===== src/rtl/irt_pkg.sv =====
// Shared constants, types and command/status bundles for the radix text converter.
package irt_pkg;

   localparam int MAX_RADIX   = 16;
   localparam int VALUE_WIDTH = 32;

   localparam int ALPHA_SLOTS = 16;
   localparam int CHAR_W      = 8;
   localparam int RADIX_W     = 5;
   localparam int DIGIT_W     = $clog2(MAX_RADIX);
   localparam int ADDR_W      = $clog2(VALUE_WIDTH);
   localparam int COUNT_W     = $clog2(VALUE_WIDTH + 1);
   localparam int BIT_CNT_W   = $clog2(VALUE_WIDTH);
   localparam int CSR_IDX_W   = 2;
   localparam int CSR_DATA_W  = 64;

   localparam logic [CHAR_W-1:0]  CHAR_PLUS  = 8'h2B;
   localparam logic [CHAR_W-1:0]  CHAR_MINUS = 8'h2D;
   localparam logic [RADIX_W-1:0] MIN_RADIX  = RADIX_W'(2);

   localparam logic [RADIX_W-1:0]    DIGIT_COUNT_RESET   = RADIX_W'(10);
   localparam logic [CSR_DATA_W-1:0] ALPHABET_LOW_RESET  = 64'h3736_3534_3332_3130;
   localparam logic [CSR_DATA_W-1:0] ALPHABET_HIGH_RESET = 64'h0000_0000_0000_3930;

   typedef enum logic [CSR_IDX_W-1:0] {
      CSR_DIGIT_COUNT   = 2'd0,
      CSR_ALPHABET_LOW  = 2'd1,
      CSR_ALPHABET_HIGH = 2'd2
   } csr_index_type;

   typedef enum logic [2:0] {
      ST_IDLE,
      ST_DIVIDE,
      ST_STORE,
      ST_SIGN,
      ST_FETCH,
      ST_EMIT
   } ctrl_state_type;

   typedef struct packed {
      logic load;
      logic div_step;
      logic store;
      logic load_sign;
      logic fetch;
      logic emit;
   } dp_cmd_type;

   typedef struct packed {
      logic alphabet_ok;
      logic div_last;
      logic quot_zero;
      logic negative;
      logic last_digit;
      logic digits_full;
      logic out_free;
   } dp_status_type;

endpackage


===== src/rtl/irt_channels.sv =====
// Valid/ready channel interfaces for input numbers, output characters and register writes.
interface irt_req_if
   import irt_pkg::*;
();
   logic                          valid;
   logic                          ready;
   logic signed [VALUE_WIDTH-1:0] value;

   modport source (output valid, output value, input ready);
   modport sink   (input valid, input value, output ready);
endinterface

interface irt_rsp_if
   import irt_pkg::*;
();
   logic              valid;
   logic              ready;
   logic [CHAR_W-1:0] character;
   logic              is_last;

   modport source (output valid, output character, output is_last, input ready);
   modport sink   (input valid, input character, input is_last, output ready);
endinterface

interface irt_csr_if
   import irt_pkg::*;
();
   logic                  valid;
   logic                  ready;
   logic [CSR_IDX_W-1:0]  index;
   logic [CSR_DATA_W-1:0] data;

   modport source (output valid, output index, output data, input ready);
   modport sink   (input valid, input index, input data, output ready);
endinterface


===== src/rtl/irt_ctrl.sv =====
// Sequencing state machine: divide, store, then emit characters from the digit store.
module irt_ctrl
   import irt_pkg::*;
(
   input  logic          clock,
   input  logic          reset,
   input  logic          req_valid,
   output logic          req_ready,
   input  dp_status_type status,
   output dp_cmd_type    cmd
);

   ctrl_state_type state_ff, state_in;

   always_ff @(posedge clock) begin
      if (reset) begin
         state_ff <= ST_IDLE;
      end else begin
         state_ff <= state_in;
      end
   end

   // next state
   always_comb begin
      state_in = state_ff;
      case (state_ff)
         ST_IDLE: begin
            if (req_valid && status.alphabet_ok) state_in = ST_DIVIDE;
         end
         ST_DIVIDE: begin
            if (status.div_last) state_in = ST_STORE;
         end
         ST_STORE: begin
            if (!status.quot_zero) state_in = ST_DIVIDE;
            else if (status.negative) state_in = ST_SIGN;
            else state_in = ST_FETCH;
         end
         ST_SIGN: begin
            if (status.out_free) state_in = ST_FETCH;
         end
         ST_FETCH: begin
            state_in = ST_EMIT;
         end
         ST_EMIT: begin
            if (status.out_free) state_in = status.last_digit ? ST_IDLE : ST_FETCH;
         end
         default: begin
            state_in = ST_IDLE;
         end
      endcase
   end

   // outputs
   always_comb begin
      req_ready     = 1'b0;
      cmd           = '0;
      case (state_ff)
         ST_IDLE: begin
            req_ready = 1'b1;
            cmd.load  = req_valid;
         end
         ST_DIVIDE: begin
            cmd.div_step = 1'b1;
         end
         ST_STORE: begin
            cmd.store = 1'b1;
         end
         ST_SIGN: begin
            cmd.load_sign = status.out_free;
         end
         ST_FETCH: begin
            cmd.fetch = 1'b1;
         end
         ST_EMIT: begin
            cmd.emit = status.out_free;
         end
         default: begin
            req_ready = 1'b0;
         end
      endcase
   end

endmodule


===== src/rtl/irt_dp.sv =====
// Datapath: config registers, alphabet check, serial divider, digit store and output register.
module irt_dp
   import irt_pkg::*;
(
   input  logic                          clock,
   input  logic                          reset,
   input  logic                          csr_valid,
   input  logic [CSR_IDX_W-1:0]          csr_index,
   input  logic [CSR_DATA_W-1:0]         csr_data,
   input  logic signed [VALUE_WIDTH-1:0] req_value,
   input  dp_cmd_type                    cmd,
   output dp_status_type                 status,
   output logic                          rsp_valid,
   output logic [CHAR_W-1:0]             rsp_character,
   output logic                          rsp_is_last,
   input  logic                          rsp_ready
);

   logic [RADIX_W-1:0]    digit_count_ff;
   logic [CSR_DATA_W-1:0] alpha_low_ff;
   logic [CSR_DATA_W-1:0] alpha_high_ff;
   logic [2*CSR_DATA_W-1:0] alpha_all;
   logic [CHAR_W-1:0]     chars [ALPHA_SLOTS];
   logic                  alphabet_bad;

   logic [VALUE_WIDTH-1:0] quot_ff, quot_in;
   logic [DIGIT_W-1:0]     rem_ff, rem_in;
   logic [BIT_CNT_W-1:0]   bit_cnt_ff, bit_cnt_in;
   logic [COUNT_W-1:0]     count_ff, count_in;
   logic                   negative_ff;
   logic [DIGIT_W:0]       trial;
   logic [DIGIT_W:0]       diff;
   logic                   ge;
   logic [VALUE_WIDTH-1:0] magnitude;
   logic [COUNT_W-1:0]     count_dec;

   logic [DIGIT_W-1:0]     digit_store_ff [VALUE_WIDTH];
   logic [DIGIT_W-1:0]     rd_digit_ff;

   logic                   out_valid_ff, out_valid_in;
   logic [CHAR_W-1:0]      out_char_ff, out_char_in;
   logic                   out_last_ff, out_last_in;
   logic                   out_free;

   // configuration registers
   always_ff @(posedge clock) begin
      if (reset) begin
         digit_count_ff <= DIGIT_COUNT_RESET;
         alpha_low_ff   <= ALPHABET_LOW_RESET;
         alpha_high_ff  <= ALPHABET_HIGH_RESET;
      end else if (csr_valid) begin
         case (csr_index)
            CSR_DIGIT_COUNT:   digit_count_ff <= csr_data[RADIX_W-1:0];
            CSR_ALPHABET_LOW:  alpha_low_ff   <= csr_data;
            CSR_ALPHABET_HIGH: alpha_high_ff  <= csr_data;
            default: ;
         endcase
      end
   end

   assign alpha_all = {alpha_high_ff, alpha_low_ff};

   // alphabet check: radix range, reserved characters and duplicates among the used slots
   always_comb begin
      for (int i = 0; i < ALPHA_SLOTS; i++) begin
         chars[i] = alpha_all[CHAR_W*i +: CHAR_W];
      end
      alphabet_bad = (digit_count_ff < MIN_RADIX) || (digit_count_ff > RADIX_W'(MAX_RADIX));
      for (int i = 0; i < ALPHA_SLOTS; i++) begin
         if (i < int'(digit_count_ff)) begin
            if (chars[i] == '0 || chars[i] == CHAR_PLUS || chars[i] == CHAR_MINUS) begin
               alphabet_bad = 1'b1;
            end
            for (int j = i + 1; j < ALPHA_SLOTS; j++) begin
               if (j < int'(digit_count_ff) && chars[i] == chars[j]) alphabet_bad = 1'b1;
            end
         end
      end
   end

   // restoring divider, one quotient bit a cycle
   assign magnitude = req_value[VALUE_WIDTH-1] ? (~req_value + 1'b1) : req_value;
   assign trial     = {rem_ff, quot_ff[VALUE_WIDTH-1]};
   assign diff      = trial - digit_count_ff;
   assign ge        = (trial >= digit_count_ff);
   assign count_dec = count_ff - 1'b1;

   always_comb begin
      quot_in    = quot_ff;
      rem_in     = rem_ff;
      bit_cnt_in = bit_cnt_ff;
      count_in   = count_ff;
      if (cmd.load) begin
         quot_in    = magnitude;
         rem_in     = '0;
         bit_cnt_in = '0;
         count_in   = '0;
      end else if (cmd.div_step) begin
         quot_in    = {quot_ff[VALUE_WIDTH-2:0], ge};
         rem_in     = ge ? diff[DIGIT_W-1:0] : trial[DIGIT_W-1:0];
         bit_cnt_in = bit_cnt_ff + 1'b1;
      end else if (cmd.store) begin
         rem_in     = '0;
         bit_cnt_in = '0;
         count_in   = count_ff + 1'b1;
      end else if (cmd.emit) begin
         count_in   = count_dec;
      end
   end

   always_ff @(posedge clock) begin
      quot_ff <= quot_in;
      rem_ff  <= rem_in;
      if (cmd.load) negative_ff <= req_value[VALUE_WIDTH-1];
   end

   always_ff @(posedge clock) begin
      if (reset) begin
         bit_cnt_ff <= '0;
         count_ff   <= '0;
      end else begin
         bit_cnt_ff <= bit_cnt_in;
         count_ff   <= count_in;
      end
   end

   // digit store, least significant digit at entry zero
   always_ff @(posedge clock) begin
      if (cmd.store) digit_store_ff[count_ff[ADDR_W-1:0]] <= rem_ff;
      if (cmd.fetch) rd_digit_ff <= digit_store_ff[count_dec[ADDR_W-1:0]];
   end

   // output register
   assign out_free = !out_valid_ff || rsp_ready;

   always_comb begin
      out_valid_in = out_valid_ff && !rsp_ready;
      out_char_in  = out_char_ff;
      out_last_in  = out_last_ff;
      if (cmd.load_sign) begin
         out_valid_in = 1'b1;
         out_char_in  = CHAR_MINUS;
         out_last_in  = 1'b0;
      end else if (cmd.emit) begin
         out_valid_in = 1'b1;
         out_char_in  = chars[rd_digit_ff];
         out_last_in  = (count_ff == COUNT_W'(1));
      end
   end

   always_ff @(posedge clock) begin
      if (reset) begin
         out_valid_ff <= 1'b0;
      end else begin
         out_valid_ff <= out_valid_in;
      end
      out_char_ff <= out_char_in;
      out_last_ff <= out_last_in;
   end

   assign rsp_valid     = out_valid_ff;
   assign rsp_character = out_char_ff;
   assign rsp_is_last   = out_last_ff;

   assign status.alphabet_ok = !alphabet_bad;
   assign status.div_last    = (bit_cnt_ff == BIT_CNT_W'(VALUE_WIDTH - 1));
   assign status.quot_zero   = (quot_ff == '0);
   assign status.negative    = negative_ff;
   assign status.last_digit  = (count_ff == COUNT_W'(1));
   assign status.digits_full = (count_ff >= COUNT_W'(VALUE_WIDTH));
   assign status.out_free    = out_free;

endmodule


===== src/rtl/signed_int_to_radix_text_core.sv =====
// Top level of the signed integer to radix text converter.
// Takes one signed 32-bit number per item on req_chan and returns its text on rsp_chan,
// one character per item, most significant digit first, with a leading '-' for
// negative values (the most negative value is converted exactly) and is_last set on
// the final character. The radix is digit_count and the digits are alphabet
// characters 0..15 packed in alphabet_low/alphabet_high (csr_chan indexes 0, 1, 2).
// An alphabet with fewer than 2 or more than 16 characters, or holding '+', '-', a
// zero byte or a repeat, makes the item produce no characters; such an item is
// accepted and dropped. Otherwise each digit costs 32 quotient steps in the
// one-bit-per-cycle restoring divider plus a store into the digit memory, and each
// character then needs a fetch because the digit memory read is registered before
// lookup; the receiver can stall any character, the sign included. One item is in
// work at a time; the output register lets the next item be accepted while the last
// character waits.
// Write registers only while no conversion is running.
module signed_int_to_radix_text_core
   import irt_pkg::*;
(
   input  logic         clock,
   input  logic         reset,
   irt_req_if.sink      req_chan,
   irt_rsp_if.source    rsp_chan,
   irt_csr_if.sink      csr_chan
);

   dp_cmd_type    cmd;
   dp_status_type status;
   logic          req_ready;

   // register writes are always taken
   assign csr_chan.ready = 1'b1;
   assign req_chan.ready = req_ready;

   irt_ctrl u_ctrl (
      .clock     (clock),
      .reset     (reset),
      .req_valid (req_chan.valid),
      .req_ready (req_ready),
      .status    (status),
      .cmd       (cmd)
   );

   irt_dp u_dp (
      .clock         (clock),
      .reset         (reset),
      .csr_valid     (csr_chan.valid),
      .csr_index     (csr_chan.index),
      .csr_data      (csr_chan.data),
      .req_value     (req_chan.value),
      .cmd           (cmd),
      .status        (status),
      .rsp_valid     (rsp_chan.valid),
      .rsp_character (rsp_chan.character),
      .rsp_is_last   (rsp_chan.is_last),
      .rsp_ready     (rsp_chan.ready)
   );

`ifndef NO_ASSERTIONS
   // drop an item with a bad alphabet: the block is ready again next cycle
   a_bad_alphabet_drops: assert property (@(posedge clock) disable iff (reset)
      (req_chan.valid && req_ready && !status.alphabet_ok) |=> req_chan.ready)
      else $error("item with bad alphabet did not return to idle");

   // never write past the end of the digit store
   a_store_bound: assert property (@(posedge clock) disable iff (reset)
      cmd.store |-> !status.digits_full)
      else $error("digit store overflow");

   // emit a sign only for negative values
   a_sign_negative: assert property (@(posedge clock) disable iff (reset)
      cmd.load_sign |-> status.negative)
      else $error("minus sign for a non-negative value");

   // loading a character never overwrites one still waiting
   a_no_overwrite: assert property (@(posedge clock) disable iff (reset)
      (cmd.emit || cmd.load_sign) |-> (!rsp_chan.valid || rsp_chan.ready))
      else $error("output character overwritten");
`endif

endmodule

===== src/flat_wrapper.sv =====
// flat-port wrapper written by rule: the top's interface ports become plain ports
module signed_int_to_radix_text_core_flat import irt_pkg::*;
  (clock, reset, req_chan_valid, req_chan_value, req_chan_ready, rsp_chan_valid, rsp_chan_character, rsp_chan_is_last, rsp_chan_ready, csr_chan_valid, csr_chan_index, csr_chan_data, csr_chan_ready);
  irt_req_if req_chan_i ();
  irt_rsp_if rsp_chan_i ();
  irt_csr_if csr_chan_i ();
  input  logic clock;
  input  logic reset;
  input wire logic [$bits(req_chan_i.valid)-1:0] req_chan_valid;
  input wire logic [$bits(req_chan_i.value)-1:0] req_chan_value;
  output wire logic [$bits(req_chan_i.ready)-1:0] req_chan_ready;
  output wire logic [$bits(rsp_chan_i.valid)-1:0] rsp_chan_valid;
  output wire logic [$bits(rsp_chan_i.character)-1:0] rsp_chan_character;
  output wire logic [$bits(rsp_chan_i.is_last)-1:0] rsp_chan_is_last;
  input wire logic [$bits(rsp_chan_i.ready)-1:0] rsp_chan_ready;
  input wire logic [$bits(csr_chan_i.valid)-1:0] csr_chan_valid;
  input wire logic [$bits(csr_chan_i.index)-1:0] csr_chan_index;
  input wire logic [$bits(csr_chan_i.data)-1:0] csr_chan_data;
  output wire logic [$bits(csr_chan_i.ready)-1:0] csr_chan_ready;
  assign req_chan_i.valid = req_chan_valid;
  assign req_chan_i.value = req_chan_value;
  assign req_chan_ready = req_chan_i.ready;
  assign rsp_chan_valid = rsp_chan_i.valid;
  assign rsp_chan_character = rsp_chan_i.character;
  assign rsp_chan_is_last = rsp_chan_i.is_last;
  assign rsp_chan_i.ready = rsp_chan_ready;
  assign csr_chan_i.valid = csr_chan_valid;
  assign csr_chan_i.index = csr_chan_index;
  assign csr_chan_i.data = csr_chan_data;
  assign csr_chan_ready = csr_chan_i.ready;
  signed_int_to_radix_text_core u_core (.clock(clock), .reset(reset), .req_chan(req_chan_i), .rsp_chan(rsp_chan_i), .csr_chan(csr_chan_i));
endmodule

===== config.mk =====
export PLATFORM = sky130hd
export DESIGN_NAME = signed_int_to_radix_text_core_flat
export DESIGN_NICKNAME = d
export VERILOG_FILES = /design/src/rtl/irt_pkg.sv /design/src/rtl/irt_channels.sv /design/src/rtl/irt_ctrl.sv /design/src/rtl/irt_dp.sv /design/src/rtl/signed_int_to_radix_text_core.sv /design/src/flat_wrapper.sv
export SDC_FILE = /design/constraint.sdc
export NUM_CORES = 1
export LEC_CHECK = 0
export BUFFER_PORTS_ARGS = -buffer_cell sky130_fd_sc_hd__clkbuf_2
export CAP_MARGIN = 20
export CORE_ASPECT_RATIO = 0.75
export CORE_MARGIN = 1
export CORE_UTILIZATION = 45
export CTS_CLUSTER_DIAMETER = 60
export CTS_CLUSTER_SIZE = 12
export DETAILED_ROUTE_END_ITERATION = 8
export MAX_ROUTING_LAYER = met4
export SLEW_MARGIN = 25
export SYNTH_ARGS = -nofsm -noshare
export SYNTH_HDL_FRONTEND = slang
export SYNTH_HIERARCHICAL = 1
export SYNTH_SLANG_ARGS = --single-unit

===== constraint.sdc =====
create_clock -name clock -period 3.65 [get_ports clock]
set_clock_uncertainty 0.15 [all_clocks]
set_input_delay 0.1825 -clock clock [delete_from_list [all_inputs] [get_ports clock]]
set_output_delay 0.1825 -clock clock [all_outputs]
set_load 0.005 [all_outputs]

# Word level (Yosys, flattened, before mapping)
# Memories as Yosys holds them, arrays and structs flattened. A register that Yosys moved wholly into a read port is not among the register bits.
# Index checks and enable logic that the tools add are counted.
# totals
elab_cells	577
out_inout_bits	12
memories	1
ff_bits	194
in_bits	103
ramBits	128
# memory_table
memory	depth	word_bits	read_ports	rd_ports_with_merged_regs	wr	line_no	rtl
u_core.u_dp.digit_store_ff	32	4	1	1	1	irt_dp.sv:37	logic [DIGIT_W-1:0] digit_store_ff [VALUE_WIDTH];
# op_classes
eq_ne	165
n_reduce_logical	187
addsub	5
order_cmp	20
mux	184
bitwise	3
# op_table
operator	n
$eq 8x8->1	120
$eq 8x6->1 const B	32
$mux 1	163
$logic_not 8->1	16
$logic_and 1x1->1	122
$mux 32	3
$lt 4x5->1 const A	8
$logic_or 1x1->1	34
$add 32x1->32 const B	1
$bmux 8 s4	1
$logic_not 32->1	1
$not 32->32	1
$mux 3	7
$lt 3x5->1 const A	4
$pmux 3 s6	1
$mux 8	2
$mux 4	3
$mux 6	2
$lt 1x5->1 const A	2
$lt 2x5->1 const A	2
$mux 5	2
$reduce_and 2->1	4
$add 6x1->6 const B	1
$eq 3x2->1 const B	2
23 further kinds	30

# Longest topological paths before layout
# depth
depth_word	159
mapped_depth	14
mapped_depth_nobuf	12

# Hierarchy
# Netlist, hierarchy kept.
# modules_own_cells
mod	area_each_um2	seq_area_each_um2	instances	cells_per_inst
irt_dp	27073.5	8117.8	1	2957
irt_ctrl	279.0	60.1	1	36
signed_int_to_radix_text_core	11.3	0.0	1	2

# Worst setup path after synthesis
# Ideal clock, no wire load.
# synth_timing
path_kind	reg-to-reg
startpoint	reg u_core.u_dp.count_ff[0]
endpoint	reg u_core.u_dp.rd_digit_ff[0], read port of u_core.u_dp.digit_store_ff, data pin
path_stages_with_launch	10
arrival_time_ps	2880
setup_ps	260
path_buffers	4
path_slack_ps	360
t_required_ps	3240
synth_period_minus_slack_ps	3290
cell_sequence	dfxtp_1 -> buf_2 -> buf_2 -> inv_1 -> ha_1 -> clkbuf_1 -> clkbuf_1 -> mux4_2 -> mux4_2 -> mux2_2
# synth_between
elab_chain_len	1
# synth_lines
item	line_no	rtl
start, declared	irt_dp.sv:29	logic [COUNT_W-1:0] count_ff, count_in;
start signal, assigned	irt_dp.sv:123	count_ff <= count_in;
$sub 6x1->6	irt_dp.sv:86	assign count_dec = count_ff - 1'b1;
end, declared	irt_dp.sv:38	logic [DIGIT_W-1:0] rd_digit_ff;
# Every way passes these cells.
# A chain may end at the register's enable or synchronous reset.

==> reports/results.ini <==
[outcome]
status=finished clean

[route]
ant_nets=0
viasPerCell=6.248
route.met2.wl_um=51920
drtPass1Iterations=6
wl_met3_um=17560
drtIter0Drc=3383
routedWlPerCell_um=30.25
top_layer_used=met4
drc=0
routed-via-count=26360
drt-met1-wl_um=52860
routed_wl_um=127600

[timing]
fin_crit_sh=0.9914
slew_violations=0
max_freq_mhz=276.4
setup_viol=0
hold_viol_final=0
worst_pin_slew_ns=1.046
maxSlewHeadroom=0.2960
fin_crit_ns=3.619

[placement]
gp_congestion=1.137
dpl.hpwl_um=93330
dpl-instance-area_um2=31990
numPortBuffers=113

[clocking]
path_clk_slew_ns=0.06
cts_root_buf=clkbuf_16
cts_tree=built
clock_path_buffers=3
clk_latency_ns=0.62
cts_buffers=39
cts_max_level=2
cts_sinks=326

[pwr]
powerDensity_nw_per_um2=322.5
leakagePower_uw=0.01306
p_total_uw=11240
max-vdd-ir-drop_v=0.0003901

[final_layout]
finish.instance_area_um2=34840
finalNetCount=3507
drive_gt1_frac=0.2455
final_cell_mix=xnor2_1 (599), xor2_1 (415), buf_4 (380)
layout_commonest_cell=xnor2_1
fillCellCount=5152
areaGrowthSynthToFinish_pct=27.34

[worst_setup_path]
crit_type=reg -> reg
endpoint_kind=register
cp.arrival_ns=3.92
critPathMaxFanout=7
worstPathRequired_ns=3.95
critPathLaunchType=register

[floorplan]
die_h_um=215.5
core.rowCount=77
pin_count=115
die_x_um=286.7
core_area_um2=59540
dieArea_um2=61800
initial_core_util=0.4595

[synthesis]
ys.warnings.count=6
netlist_instances=2994
syn-num-nets=3111
syn-mean-instance-area_um2=9.138
synth_area_um2=27360

[global_routing]
track_usage=0.4180
grt_pass1_vias=25360
grt_pass1_wl_um=182100
gr-total-overflow=0
grt_antenna_before_repair=8
grt_max_degree=135

[job]
cap_violations=0

[worst_hold_path]
holdCritPathClass=in -> reg

==> state kept, by name, indices dropped and copies added (netlist names) <==
name,cells
u_core/u_dp/digit_count_ff,5
u_core/u_dp/digit_store_ff,128
u_core/u_dp/rsp_character,8
u_core/u_dp/rem_ff,4
u_core/u_dp/rsp_is_last,1
u_core/u_dp/alpha_low_ff,64
u_core/u_dp/bit_cnt_ff,5
u_core/u_dp/negative_ff,1
u_core/u_dp/count_ff,6
u_core/u_ctrl/state_ff,3
u_core/u_dp/rd_digit_ff,4
u_core/u_dp/quot_ff,32
u_core/u_dp/rsp_valid,1
u_core/u_dp/alpha_high_ff,64
==> area by class of cell <==
cell class | count | area, um^2 | share of cell area
clock buffer | 56 | 1050 | 0.03013
sequential | 326 | 8233 | 0.2363
antenna | 10 | 25.02 | 0.0007182
clock inverter | 13 | 165.2 | 0.004740
timing repair buffer | 709 | 6678 | 0.1917
multi-input combinational | 2300 | 17650 | 0.5066
tap | 790 | 988.4 | 0.02837
inverter | 14 | 52.55 | 0.001508
==> power by group <==
| group | total [uW] | switching (uW) | internal [uW] |
|---|---|---|---|
| Clock | 3830 | 1760 | 2070 |
| Sequential | 4350 | 216 | 4130 |
| Combinational | 3050 | 1740 | 1320 |
==> per-layer routing <==
metal | GRT usage | vias up
met1 | 0.5725 | 12880
met4 | 0.1499 | 0
li1 | - | 11190
met2 | 0.5733 | 1920
met3 | 0.1299 | 372
met5 | - | -
==> per-stage QoR <==
stage	setup WS, ns	setup TNS [ns]	std cells	utilization	hold WS (ns)
6_report	0.03150	0	4218	0.5852	0.02981
5_1_grt	-0.03628	-0.04466	4215	0.5850	0.07078
4_1_cts	0.006287	0	4180	0.5756	0.003926
3_5_place_dp	-0.1701	-0.2189	4010	0.5372	0.2640
3_3_place_gp	-0.1395	-0.1874	4010	0.5372	0.2605
2_1_floorplan	0.3601	0	2994	-	0.1016
==> timing repair <==
action,4_1_cts,5_1_grt
buffers inserted,2,31
hold buffers,99,0
resized for setup,21,76
setup endpoints to repair,2,2
pin swaps,9,21
cloned,0,1
hold endpoints to repair,184,0
==> worst max-delay path, cell delays in order (launching register included) <==
cell and delay, ns:
dfxtp_2 0.52, buf_4 0.26, xor2_1 0.18, buf_4 0.16, nor4_1 0.06, a31oi_1 0.38, nand4_1 0.27, nor3_2 0.19
nand4_1 0.19, a2111oi_4 0.32, buf_4 0.18, nand3b_1 0.09, a32oi_2 0.22, mux2i_1 0.23, nor2_1 0.07
==> final timing paths <==
check	start	end	slack [ns]	depth (start not counted)
worst max register to register	u_core/u_dp/alpha_high_ff[5]	u_core/u_ctrl/state_ff[1]	0.03	14
worst min register to register	u_core/u_dp/count_ff[5]	u_core/u_dp/count_ff[5]	0.34	2
worst min-delay path	csr_chan_index[1]	u_core/u_dp/alpha_low_ff[18]	0.03	5
worst max-delay path	u_core/u_dp/alpha_high_ff[5]	u_core/u_ctrl/state_ff[1]	0.03	14
(Power assumes the default switching activity.)
